==> src/hdl/fcsg_pkg.sv <==
// ----------------------------------------------------------------------------
// fcsg_pkg: shared types and constants of the filled circle span generator
// Holds the coordinate widths, the transaction payloads, the register indexes
// and the command and status groups between controller and datapath.
// ----------------------------------------------------------------------------
package fcsg_pkg;

	localparam int COORD_BITS = 12;
	localparam int RAD_BITS   = 5;
	localparam int MAX_RADIUS = 31;
	localparam int CFG_BITS   = 13;
	localparam int COORD_SPAN = 1 << COORD_BITS;

	localparam int CFG_IDX_BITS = 2;
	localparam logic [CFG_IDX_BITS-1:0] CFG_IMAGE_WIDTH  = 2'd0;
	localparam logic [CFG_IDX_BITS-1:0] CFG_IMAGE_HEIGHT = 2'd1;

	localparam logic [CFG_BITS-1:0] IMAGE_WIDTH_RESET  = 13'd640;
	localparam logic [CFG_BITS-1:0] IMAGE_HEIGHT_RESET = 13'd480;

	typedef struct packed {
		logic [COORD_BITS-1:0] center_x;
		logic [COORD_BITS-1:0] center_y;
		logic [RAD_BITS-1:0]   radius;
	} circle_t;

	typedef struct packed {
		logic [COORD_BITS-1:0] row_y;
		logic [COORD_BITS-1:0] x_start;
		logic [COORD_BITS-1:0] x_end;
		logic                  visible;
		logic                  last_span;
	} span_t;

	typedef enum logic [2:0] {
		ST_IDLE,
		ST_CENTER,
		ST_SEARCH,
		ST_LOWER,
		ST_UPPER
	} state_t;

	// Commands from the controller to the datapath.
	typedef struct packed {
		logic load;      // capture a new circle
		logic emit;      // write a span into the output register
		logic upper;     // the span lies above the center row
		logic last;      // the span closes the circle
		logic dec_half;  // narrow the half-width by one column
		logic inc_d;     // move to the next vertical offset
	} cmd_t;

	// Status from the datapath to the controller.
	typedef struct packed {
		logic out_free;  // output register can take a span this cycle
		logic shrink;    // the current half-width is still too wide
		logic r_zero;    // the circle has zero radius
		logic d_last;    // the offset has reached the radius
	} status_t;

endpackage

==> src/hdl/filled_circle_span_generator.sv <==
// ----------------------------------------------------------------------------
// filled_circle_span_generator: one clipped horizontal span per circle row
// The center span is written into the output register once the circle is
// accepted and the register has room, and is then offered on the output.
// The half-width search removes one column per cycle, r columns in all,
// and each offset ends its search before its lower and upper rows; a new
// circle is taken only after the closing span of the last one is written.
// Reset: asynchronous, active low; clears the sequencer and the output valid,
// and sets the image size to 640 by 480.
// ----------------------------------------------------------------------------
module filled_circle_span_generator
	import fcsg_pkg::*;
(
	input  logic                    clk,
	input  logic                    arst_n,
	input  logic                    circle_valid,
	output logic                    circle_stall,
	input  circle_t                 circle,
	output logic                    span_valid,
	input  logic                    span_stall,
	output span_t                   span,
	input  logic                    cfg_valid,
	output logic                    cfg_ready,
	input  logic [CFG_IDX_BITS-1:0] cfg_index,
	input  logic [CFG_BITS-1:0]     cfg_data
);

	// The controller walks the rows of a circle: the center row first, then
	// for each vertical offset a search that narrows the half-width, followed
	// by the row below and the row above the center. The datapath owns every
	// register that holds a value and reports back only what the controller
	// needs to branch on.
	cmd_t    cmd;
	status_t st;

	// Register writes are taken at any time and none is held off; the user is
	// to change the image size only between circles, which is not enforced.
	assign cfg_ready = 1'b1;

	fcsg_ctrl u_ctrl (
		.clk          (clk),
		.arst_n       (arst_n),
		.circle_valid (circle_valid),
		.circle_stall (circle_stall),
		.st           (st),
		.cmd          (cmd)
	);

	// The output register in the datapath decouples the span channel, so a
	// new circle can be accepted while the final span still waits.
	fcsg_dp u_dp (
		.clk        (clk),
		.arst_n     (arst_n),
		.circle     (circle),
		.cfg_valid  (cfg_valid),
		.cfg_index  (cfg_index),
		.cfg_data   (cfg_data),
		.cmd        (cmd),
		.st         (st),
		.span_valid (span_valid),
		.span_stall (span_stall),
		.span       (span)
	);

	// A span is only written when the output register has room for it.
	a_emit_room: assert property (@(posedge clk) disable iff (!arst_n)
		cmd.emit |-> st.out_free)
		else $error("span written while the output register was full");

	// An accepted circle keeps the input channel stalled until it is done.
	a_busy_after_accept: assert property (@(posedge clk) disable iff (!arst_n)
		(circle_valid && !circle_stall) |=> circle_stall)
		else $error("input not stalled after a circle transaction");

	// Writing the closing span frees the input channel in the next cycle.
	a_idle_after_last: assert property (@(posedge clk) disable iff (!arst_n)
		(cmd.emit && cmd.last) |=> !circle_stall)
		else $error("input still stalled after the closing span");

	// The search never narrows below zero columns.
	a_shrink_positive: assert property (@(posedge clk) disable iff (!arst_n)
		cmd.dec_half |-> (st.shrink && !cmd.emit))
		else $error("half-width decremented without a failed fit");

endmodule

==> src/hdl/fcsg_ctrl.sv <==
// ----------------------------------------------------------------------------
// fcsg_ctrl: sequencer of the filled circle span generator
// Steps through the center row, the half-width search and the lower and
// upper rows of each vertical offset.
// ----------------------------------------------------------------------------
module fcsg_ctrl
	import fcsg_pkg::*;
(
	input  logic    clk,
	input  logic    arst_n,
	input  logic    circle_valid,
	output logic    circle_stall,
	input  status_t st,
	output cmd_t    cmd
);

	state_t state_q, state_d;

	always_ff @(posedge clk or negedge arst_n) begin
		if (!arst_n) begin
			state_q <= ST_IDLE;
		end else begin
			state_q <= state_d;
		end
	end

	always_comb begin
		state_d      = state_q;
		cmd          = '0;
		circle_stall = (state_q != ST_IDLE);
		case (state_q)
			ST_IDLE: begin
				if (circle_valid) begin
					cmd.load = 1'b1;
					state_d  = ST_CENTER;
				end
			end
			ST_CENTER: begin
				if (st.out_free) begin
					cmd.emit  = 1'b1;
					cmd.last  = st.r_zero;
					cmd.inc_d = !st.r_zero;
					state_d   = st.r_zero ? ST_IDLE : ST_SEARCH;
				end
			end
			ST_SEARCH: begin
				if (st.shrink) begin
					cmd.dec_half = 1'b1;
				end else begin
					state_d = ST_LOWER;
				end
			end
			ST_LOWER: begin
				if (st.out_free) begin
					cmd.emit = 1'b1;
					state_d  = ST_UPPER;
				end
			end
			ST_UPPER: begin
				if (st.out_free) begin
					cmd.emit  = 1'b1;
					cmd.upper = 1'b1;
					cmd.last  = st.d_last;
					cmd.inc_d = !st.d_last;
					state_d   = st.d_last ? ST_IDLE : ST_SEARCH;
				end
			end
			default: begin
				state_d = ST_IDLE;
			end
		endcase
	end

endmodule

==> src/hdl/fcsg_dp.sv <==
// ----------------------------------------------------------------------------
// fcsg_dp: datapath of the filled circle span generator
// Holds the image size registers, the circle under work, the half-width and
// offset counters, the span clipping logic and the output register.
// ----------------------------------------------------------------------------
module fcsg_dp
	import fcsg_pkg::*;
(
	input  logic                    clk,
	input  logic                    arst_n,
	input  circle_t                 circle,
	input  logic                    cfg_valid,
	input  logic [CFG_IDX_BITS-1:0] cfg_index,
	input  logic [CFG_BITS-1:0]     cfg_data,
	input  cmd_t                    cmd,
	output status_t                 st,
	output logic                    span_valid,
	input  logic                    span_stall,
	output span_t                   span
);

	localparam int CB  = COORD_BITS;
	localparam int SQB = 2 * RAD_BITS;

	logic [CFG_BITS-1:0] width_q, height_q;
	logic [CB-1:0]       cx_q, cy_q;
	logic [RAD_BITS-1:0] r_q, half_q, d_q;
	logic                span_valid_q;
	span_t               span_q;

	logic [RAD_BITS-1:0] r_sat;
	logic [SQB-1:0]      half_sq, d_sq, r_sq;
	logic [SQB:0]        sum_sq;
	logic [CB:0]         w_eff, h_eff, hi_raw, hi_clip;
	logic signed [CB+1:0] row_s, lo_raw, cx_ext, cy_ext, d_ext, half_ext;
	logic [CB-1:0]       lo_clip;
	logic                vis;
	span_t               span_new;

	assign r_sat = (circle.radius > RAD_BITS'(MAX_RADIUS)) ? RAD_BITS'(MAX_RADIUS)
	                                                      : circle.radius;

	always_ff @(posedge clk or negedge arst_n) begin
		if (!arst_n) begin
			width_q  <= IMAGE_WIDTH_RESET;
			height_q <= IMAGE_HEIGHT_RESET;
		end else if (cfg_valid) begin
			case (cfg_index)
				CFG_IMAGE_WIDTH:  width_q  <= cfg_data;
				CFG_IMAGE_HEIGHT: height_q <= cfg_data;
				default: ;
			endcase
		end
	end

	always_ff @(posedge clk) begin
		if (cmd.load) begin
			cx_q   <= circle.center_x;
			cy_q   <= circle.center_y;
			r_q    <= r_sat;
			half_q <= r_sat;
			d_q    <= '0;
		end else begin
			if (cmd.dec_half) begin
				half_q <= half_q - 1'b1;
			end
			if (cmd.inc_d) begin
				d_q <= d_q + 1'b1;
			end
		end
	end

	// Half-width test: the current width is too wide while h*h + d*d > r*r.
	always_comb begin
		half_sq = {{RAD_BITS{1'b0}}, half_q} * {{RAD_BITS{1'b0}}, half_q};
		d_sq    = {{RAD_BITS{1'b0}}, d_q} * {{RAD_BITS{1'b0}}, d_q};
		r_sq    = {{RAD_BITS{1'b0}}, r_q} * {{RAD_BITS{1'b0}}, r_q};
		sum_sq  = {1'b0, half_sq} + {1'b0, d_sq};
	end

	assign st.shrink   = (half_q != '0) && (sum_sq > {1'b0, r_sq});
	assign st.r_zero   = (r_q == '0);
	assign st.d_last   = (d_q == r_q);
	assign st.out_free = !span_valid_q || !span_stall;

	// Span clipping against the image.
	always_comb begin
		w_eff = (width_q > CFG_BITS'(COORD_SPAN)) ? (CB+1)'(COORD_SPAN)
		                                         : (CB+1)'(width_q);
		h_eff = (height_q > CFG_BITS'(COORD_SPAN)) ? (CB+1)'(COORD_SPAN)
		                                          : (CB+1)'(height_q);
		cx_ext   = $signed({2'b00, cx_q});
		cy_ext   = $signed({2'b00, cy_q});
		d_ext    = $signed({{(CB+2-RAD_BITS){1'b0}}, d_q});
		half_ext = $signed({{(CB+2-RAD_BITS){1'b0}}, half_q});
		row_s    = cmd.upper ? (cy_ext - d_ext) : (cy_ext + d_ext);
		lo_raw   = cx_ext - half_ext;
		hi_raw   = {1'b0, cx_q} + {{(CB+1-RAD_BITS){1'b0}}, half_q};
		hi_clip  = (hi_raw >= w_eff) ? (w_eff - 1'b1) : hi_raw;
		lo_clip  = lo_raw[CB+1] ? '0 : lo_raw[CB-1:0];
		vis = !row_s[CB+1] && (row_s < $signed({1'b0, h_eff})) && (w_eff != '0)
		      && (lo_raw < $signed({1'b0, w_eff}));
		span_new.row_y     = vis ? row_s[CB-1:0] : '0;
		span_new.x_start   = vis ? lo_clip : '0;
		span_new.x_end     = vis ? hi_clip[CB-1:0] : '0;
		span_new.visible   = vis;
		span_new.last_span = cmd.last;
	end

	always_ff @(posedge clk or negedge arst_n) begin
		if (!arst_n) begin
			span_valid_q <= 1'b0;
		end else if (cmd.emit) begin
			span_valid_q <= 1'b1;
		end else if (!span_stall) begin
			span_valid_q <= 1'b0;
		end
	end

	always_ff @(posedge clk) begin
		if (cmd.emit) begin
			span_q <= span_new;
		end
	end

	assign span_valid = span_valid_q;
	assign span       = span_q;

endmodule
==> config.mk <==
export PLATFORM = sky130hd
export DESIGN_NAME = filled_circle_span_generator
export DESIGN_NICKNAME = d
export VERILOG_FILES = /design/src/hdl/fcsg_pkg.sv /design/src/hdl/filled_circle_span_generator.sv /design/src/hdl/fcsg_ctrl.sv /design/src/hdl/fcsg_dp.sv
export SDC_FILE = /design/constraint.sdc
export NUM_CORES = 1
export LEC_CHECK = 0
export BUFFER_PORTS_ARGS = -buffer_cell sky130_fd_sc_hd__clkbuf_2
export CORE_ASPECT_RATIO = 1.25
export CORE_MARGIN = 4
export CORE_UTILIZATION = 50
export DETAILED_ROUTE_END_ITERATION = 10
export PLACE_DENSITY = 0.67
export SLEW_MARGIN = 10
export SYNTH_ARGS = -nofsm -noshare
export SYNTH_HDL_FRONTEND = slang
export SYNTH_HIERARCHICAL = 1
export SYNTH_SLANG_ARGS = --single-unit
==> constraint.sdc <==
create_clock -name clk -period 8.17 [get_ports clk]
set_input_delay 0.4085 -clock clk [delete_from_list [all_inputs] [get_ports clk]]
set_output_delay 0.4085 -clock clk [all_outputs]
set_load 0.02 [all_outputs]
==> results.toml <==
[worst_setup_path]
start_kind = "flop"
timing.rr.start = "u_dp/d_q[0]"
r2r_end = "u_dp/half_q[3]"
reg2reg_depth = 22
worst_path_most_repeated_cell = "fa_1"
path_cells = "nand2_1 > inv_1 > fa_1 > fa_1 > inv_1 > fa_1 > inv_1 > fa_1 > fa_1 > ha_1 > nor2b_1 > o21ai_0 > nor2b_1 > xnor2_1 > ha_1 > a21o_1 > a2111oi_0 > o21ai_0 > o211ai_1 > a32oi_1 > nor4bb_1 > or2_2"
reg2reg_setup_slack_ns = 1.72
critPathMaxStageDelay_ns = 0.56
arrival_ns = 6.55
cp_max_fo = 9
crit_path_end_kind = "flop"
cp_slowest_cell = "dfxtp_1"
crit_type = "flop to flop"
required_ns = 8.28

[placed_design]
gp_congestion = 0.910
place_ws_ns = 1.83
hpwl_microns = 15100
dp.cells = 1128
place_area_sq_um = 9200
port_buffers = 88

[worst_hold_path]
hp-class = "input port to asynchronous set/reset pin"

[logic_synthesis]
ys_top_cells_by_area = "edfxtp_1, ha_1, dfrtp_1"
synth_warnings = 6
synth_edf_count = 72
yosys.area_share.simple_pct = 14.9
synthDistinctLibCells = 78
syn_nets = 1039
synth-compound-area-share_pct = 11.7
synth_top_family_by_area = "adder cells"
syn_area_sq_um = 8620
seq_area_frac_synth_pct = 35.0
syn_avg_cell_area_sq_um = 10.1
synth-seq-cells = 107
synth_area_leader_cell = "edfxtp_1"
synth.top_cell.area_share_pct = 25.1
synthCells = 852
synth-xor-area-share_pct = 6.20
synth_fa_ha_area_share_pct = 22.5
yosys-mux-area-fraction_pct = 4.09
synth-main-ff-cell = "edfxtp_1"
synthArstFlopShare_pct = 28.0

[clock_network]
cts_tree = "yes"
insertion_delay_ns = 0.36
cts-root-buf = "clkbuf_16"
htreeDepth = 3
cts_sinks = 107
cts_setup_buffers = 0
clkTransAtPathRegs_ns = 0.08
clk_path_buf_depth = 2
post_cts_resize_count = 0
cts_made_buffers = 9
cts_hold_buf = 0

[route]
via_per_inst = 5.52
via_count = 6312
totalWireLength_microns = 18700
drc_errors = 0
first_pass_iters = 6
ant_nets = 0
drt_first_iter_violations = 387
wl_per_cell_microns = 16.3

[timing]
max-slew-margin-rel_pct = 27.5
setup_slack_ns = 1.72
fin_skew_ns = 0.00878
final.min_clock_period_ns = 6.45
post-route-period-util_pct = 78.9
hold_violations = 0
setup_viol = 0
clock.fmax_mhz = 155
setup-tns-final_ns = 0
drv_slew = 0
rsz0062_at_grt = "false"
tightest_slew_ns = 1.09

[job]
drv_cap = 0

[cells_and_area]
num-fill-cells = 1522
drive_gt1_share_pct = 17.3
fin_area_sq_um = 9510
instances_no_fill = 1144
area_delta_synth_final_pct = 10.3
diodes = 0
layout.nets = 1106

[power]
p_per_area_nw_per_um2 = 464
ir_drop_v = 0.000550
leakagePower_nw = 4.23
power_mw = 4.41

[floorplanning]
boundaryPins = 90
fp.dieW_microns = 125
start_util_pct = 51.2
core_sq_um = 16800
core.rowCount = 53
die_h_microns = 155
design.die.area_sq_um = 19400

[global_route]
grt_pass1_wl_microns = 30900
gr-total-overflow = 0
track_usage_pct = 19.7
grt_pass1_vias = 6314
antenna_found_initial = 0
grt_max_degree = 43

[status]
status = "finished, final reports clean"
==> cells by family after synthesis <==
kind of cell,Yosys count
compound gates,143
xor+xnor,61
fa+ha+maj,138
buf+inv,117
flops,107
mux,32
other cells,1
simple gates,253
==> metrics by stage <==
step | hold slack (ns) | utilization, %
2_1_floorplan | 0.113 | -
3_3_place_gp | 0.490 | 54.6
3_5_place_dp | 0.499 | 54.6
4_1_cts | 0.117 | 56.5
5_1_grt | 0.157 | 56.5
6_report | 0.105 | 56.5
==> routing by layer <==
metal / wire (microns) / global-route usage [%] / up-vias
met5: 0 / 0 / -
met4: 448 / 6.77 / 0
met3: 735 / 2.52 / 37
met2: 9510 / 35.2 / 155
met1: 8000 / 24.5 / 2994
li1: - / - / 3126
==> worst max path at each step <==
stage	startpoint	endpoint
finish	u_dp/d_q[0]	u_dp/half_q[3]
global route	u_dp/d_q[0]	u_dp/half_q[3]
CTS	u_dp/d_q[0]	u_dp/half_q[3]
detailed placement	u_dp/d_q[0]	u_dp/half_q[3]
global placement	u_dp/d_q[0]	u_dp/half_q[3]
floorplan	u_dp/d_q[3]	u_dp/half_q[0]
==> worst max-delay path, delay by kind of cell (launching register included) <==
kind,cells,cell delay [ns]
and+or+nand+nor,5,1.01
buffers and inverters,3,0.20
xor gates and xnor gates,1,0.14
adders and majority gates,7,3.11
AOI/OAI and AO/OA,6,1.15
DFF,1,0.56
==> state kept, by name (all words and copies together), names as in the netlist <==
| signal | count |
|---|---|
| u_dp/d_q | 5 |
| u_dp/r_q | 5 |
| u_dp/cy_q | 12 |
| u_dp/cx_q | 12 |
| u_dp/height_q | 13 |
| u_dp/half_q | 5 |
| u_ctrl/state_q | 3 |
| u_dp/span | 38 |
| u_dp/span_valid | 1 |
| u_dp/width_q | 13 |
==> report_power, final <==
part	internal, mW	leakage [nW]	switching, mW
Clock	0.241	0.156	0.208
Sequential	0.866	1.08	0.158
Combinational	1.27	3.00	1.67
==> cell type report <==
| type | instances | area, sq um | area share, % |
|---|---|---|---|
| inverters | 83 | 313 | 3.29 |
| repair buffers | 90 | 455 | 4.79 |
| clock inverters | 5 | 48.8 | 0.513 |
| well taps | 220 | 275 | 2.89 |
| flip-flops and latches | 107 | 3020 | 31.8 |
| clock buffers | 11 | 264 | 2.78 |
| multi-input cells | 628 | 5130 | 54.0 |
==> synth_stat cells, types with 4 or more instances <==
library cell  instances
a211oi_2              4
a21o_1                8
a21oi_1              32
a31oi_1               6
and2_1               18
and3_1               12
buf_6                 5
clkbuf_1             24
dfrtp_1              24
dfstp_2               6
dfxtp_1               5
edfxtp_1             72
fa_1                 28
ha_1                110
inv_1                82
mux2_2               26
mux2i_1               6
nand2_1              64
nand2b_1             12
nand3_1              14
nand3b_1              6
nand4_1               6
nor2_1               67
nor2b_1              13
nor3_1               11
nor3b_1               4
nor4_1                5
o2111ai_1             4
o211a_1               4
o211ai_1              6
o21a_1                5
o21ai_0              31
or3_1                 4
xnor2_1              44
xor2_1               17
==> cell usage in the layout, fill, tap and decap left out, types with 8 or more instances in the layout <==
| cell | instances |
|---|---|
| a21oi_1 | 32 |
| nand2_1 | 64 |
| nand3_1 | 14 |
| and3_1 | 12 |
| clkbuf_2 | 88 |
| o21ai_0 | 31 |
| a21o_1 | 8 |
| inv_1 | 82 |
| nor2_1 | 67 |
| nor2b_1 | 12 |
| and2_1 | 18 |
| edfxtp_1 | 72 |
| fa_1 | 28 |
| ha_1 | 110 |
| xnor2_1 | 44 |
| mux2_2 | 26 |
| dfrtp_1 | 24 |
| xor2_1 | 17 |
| nor3_1 | 11 |
| clkbuf_16 | 10 |
| nand2b_1 | 12 |
Power figures use the tool's default switching activity.
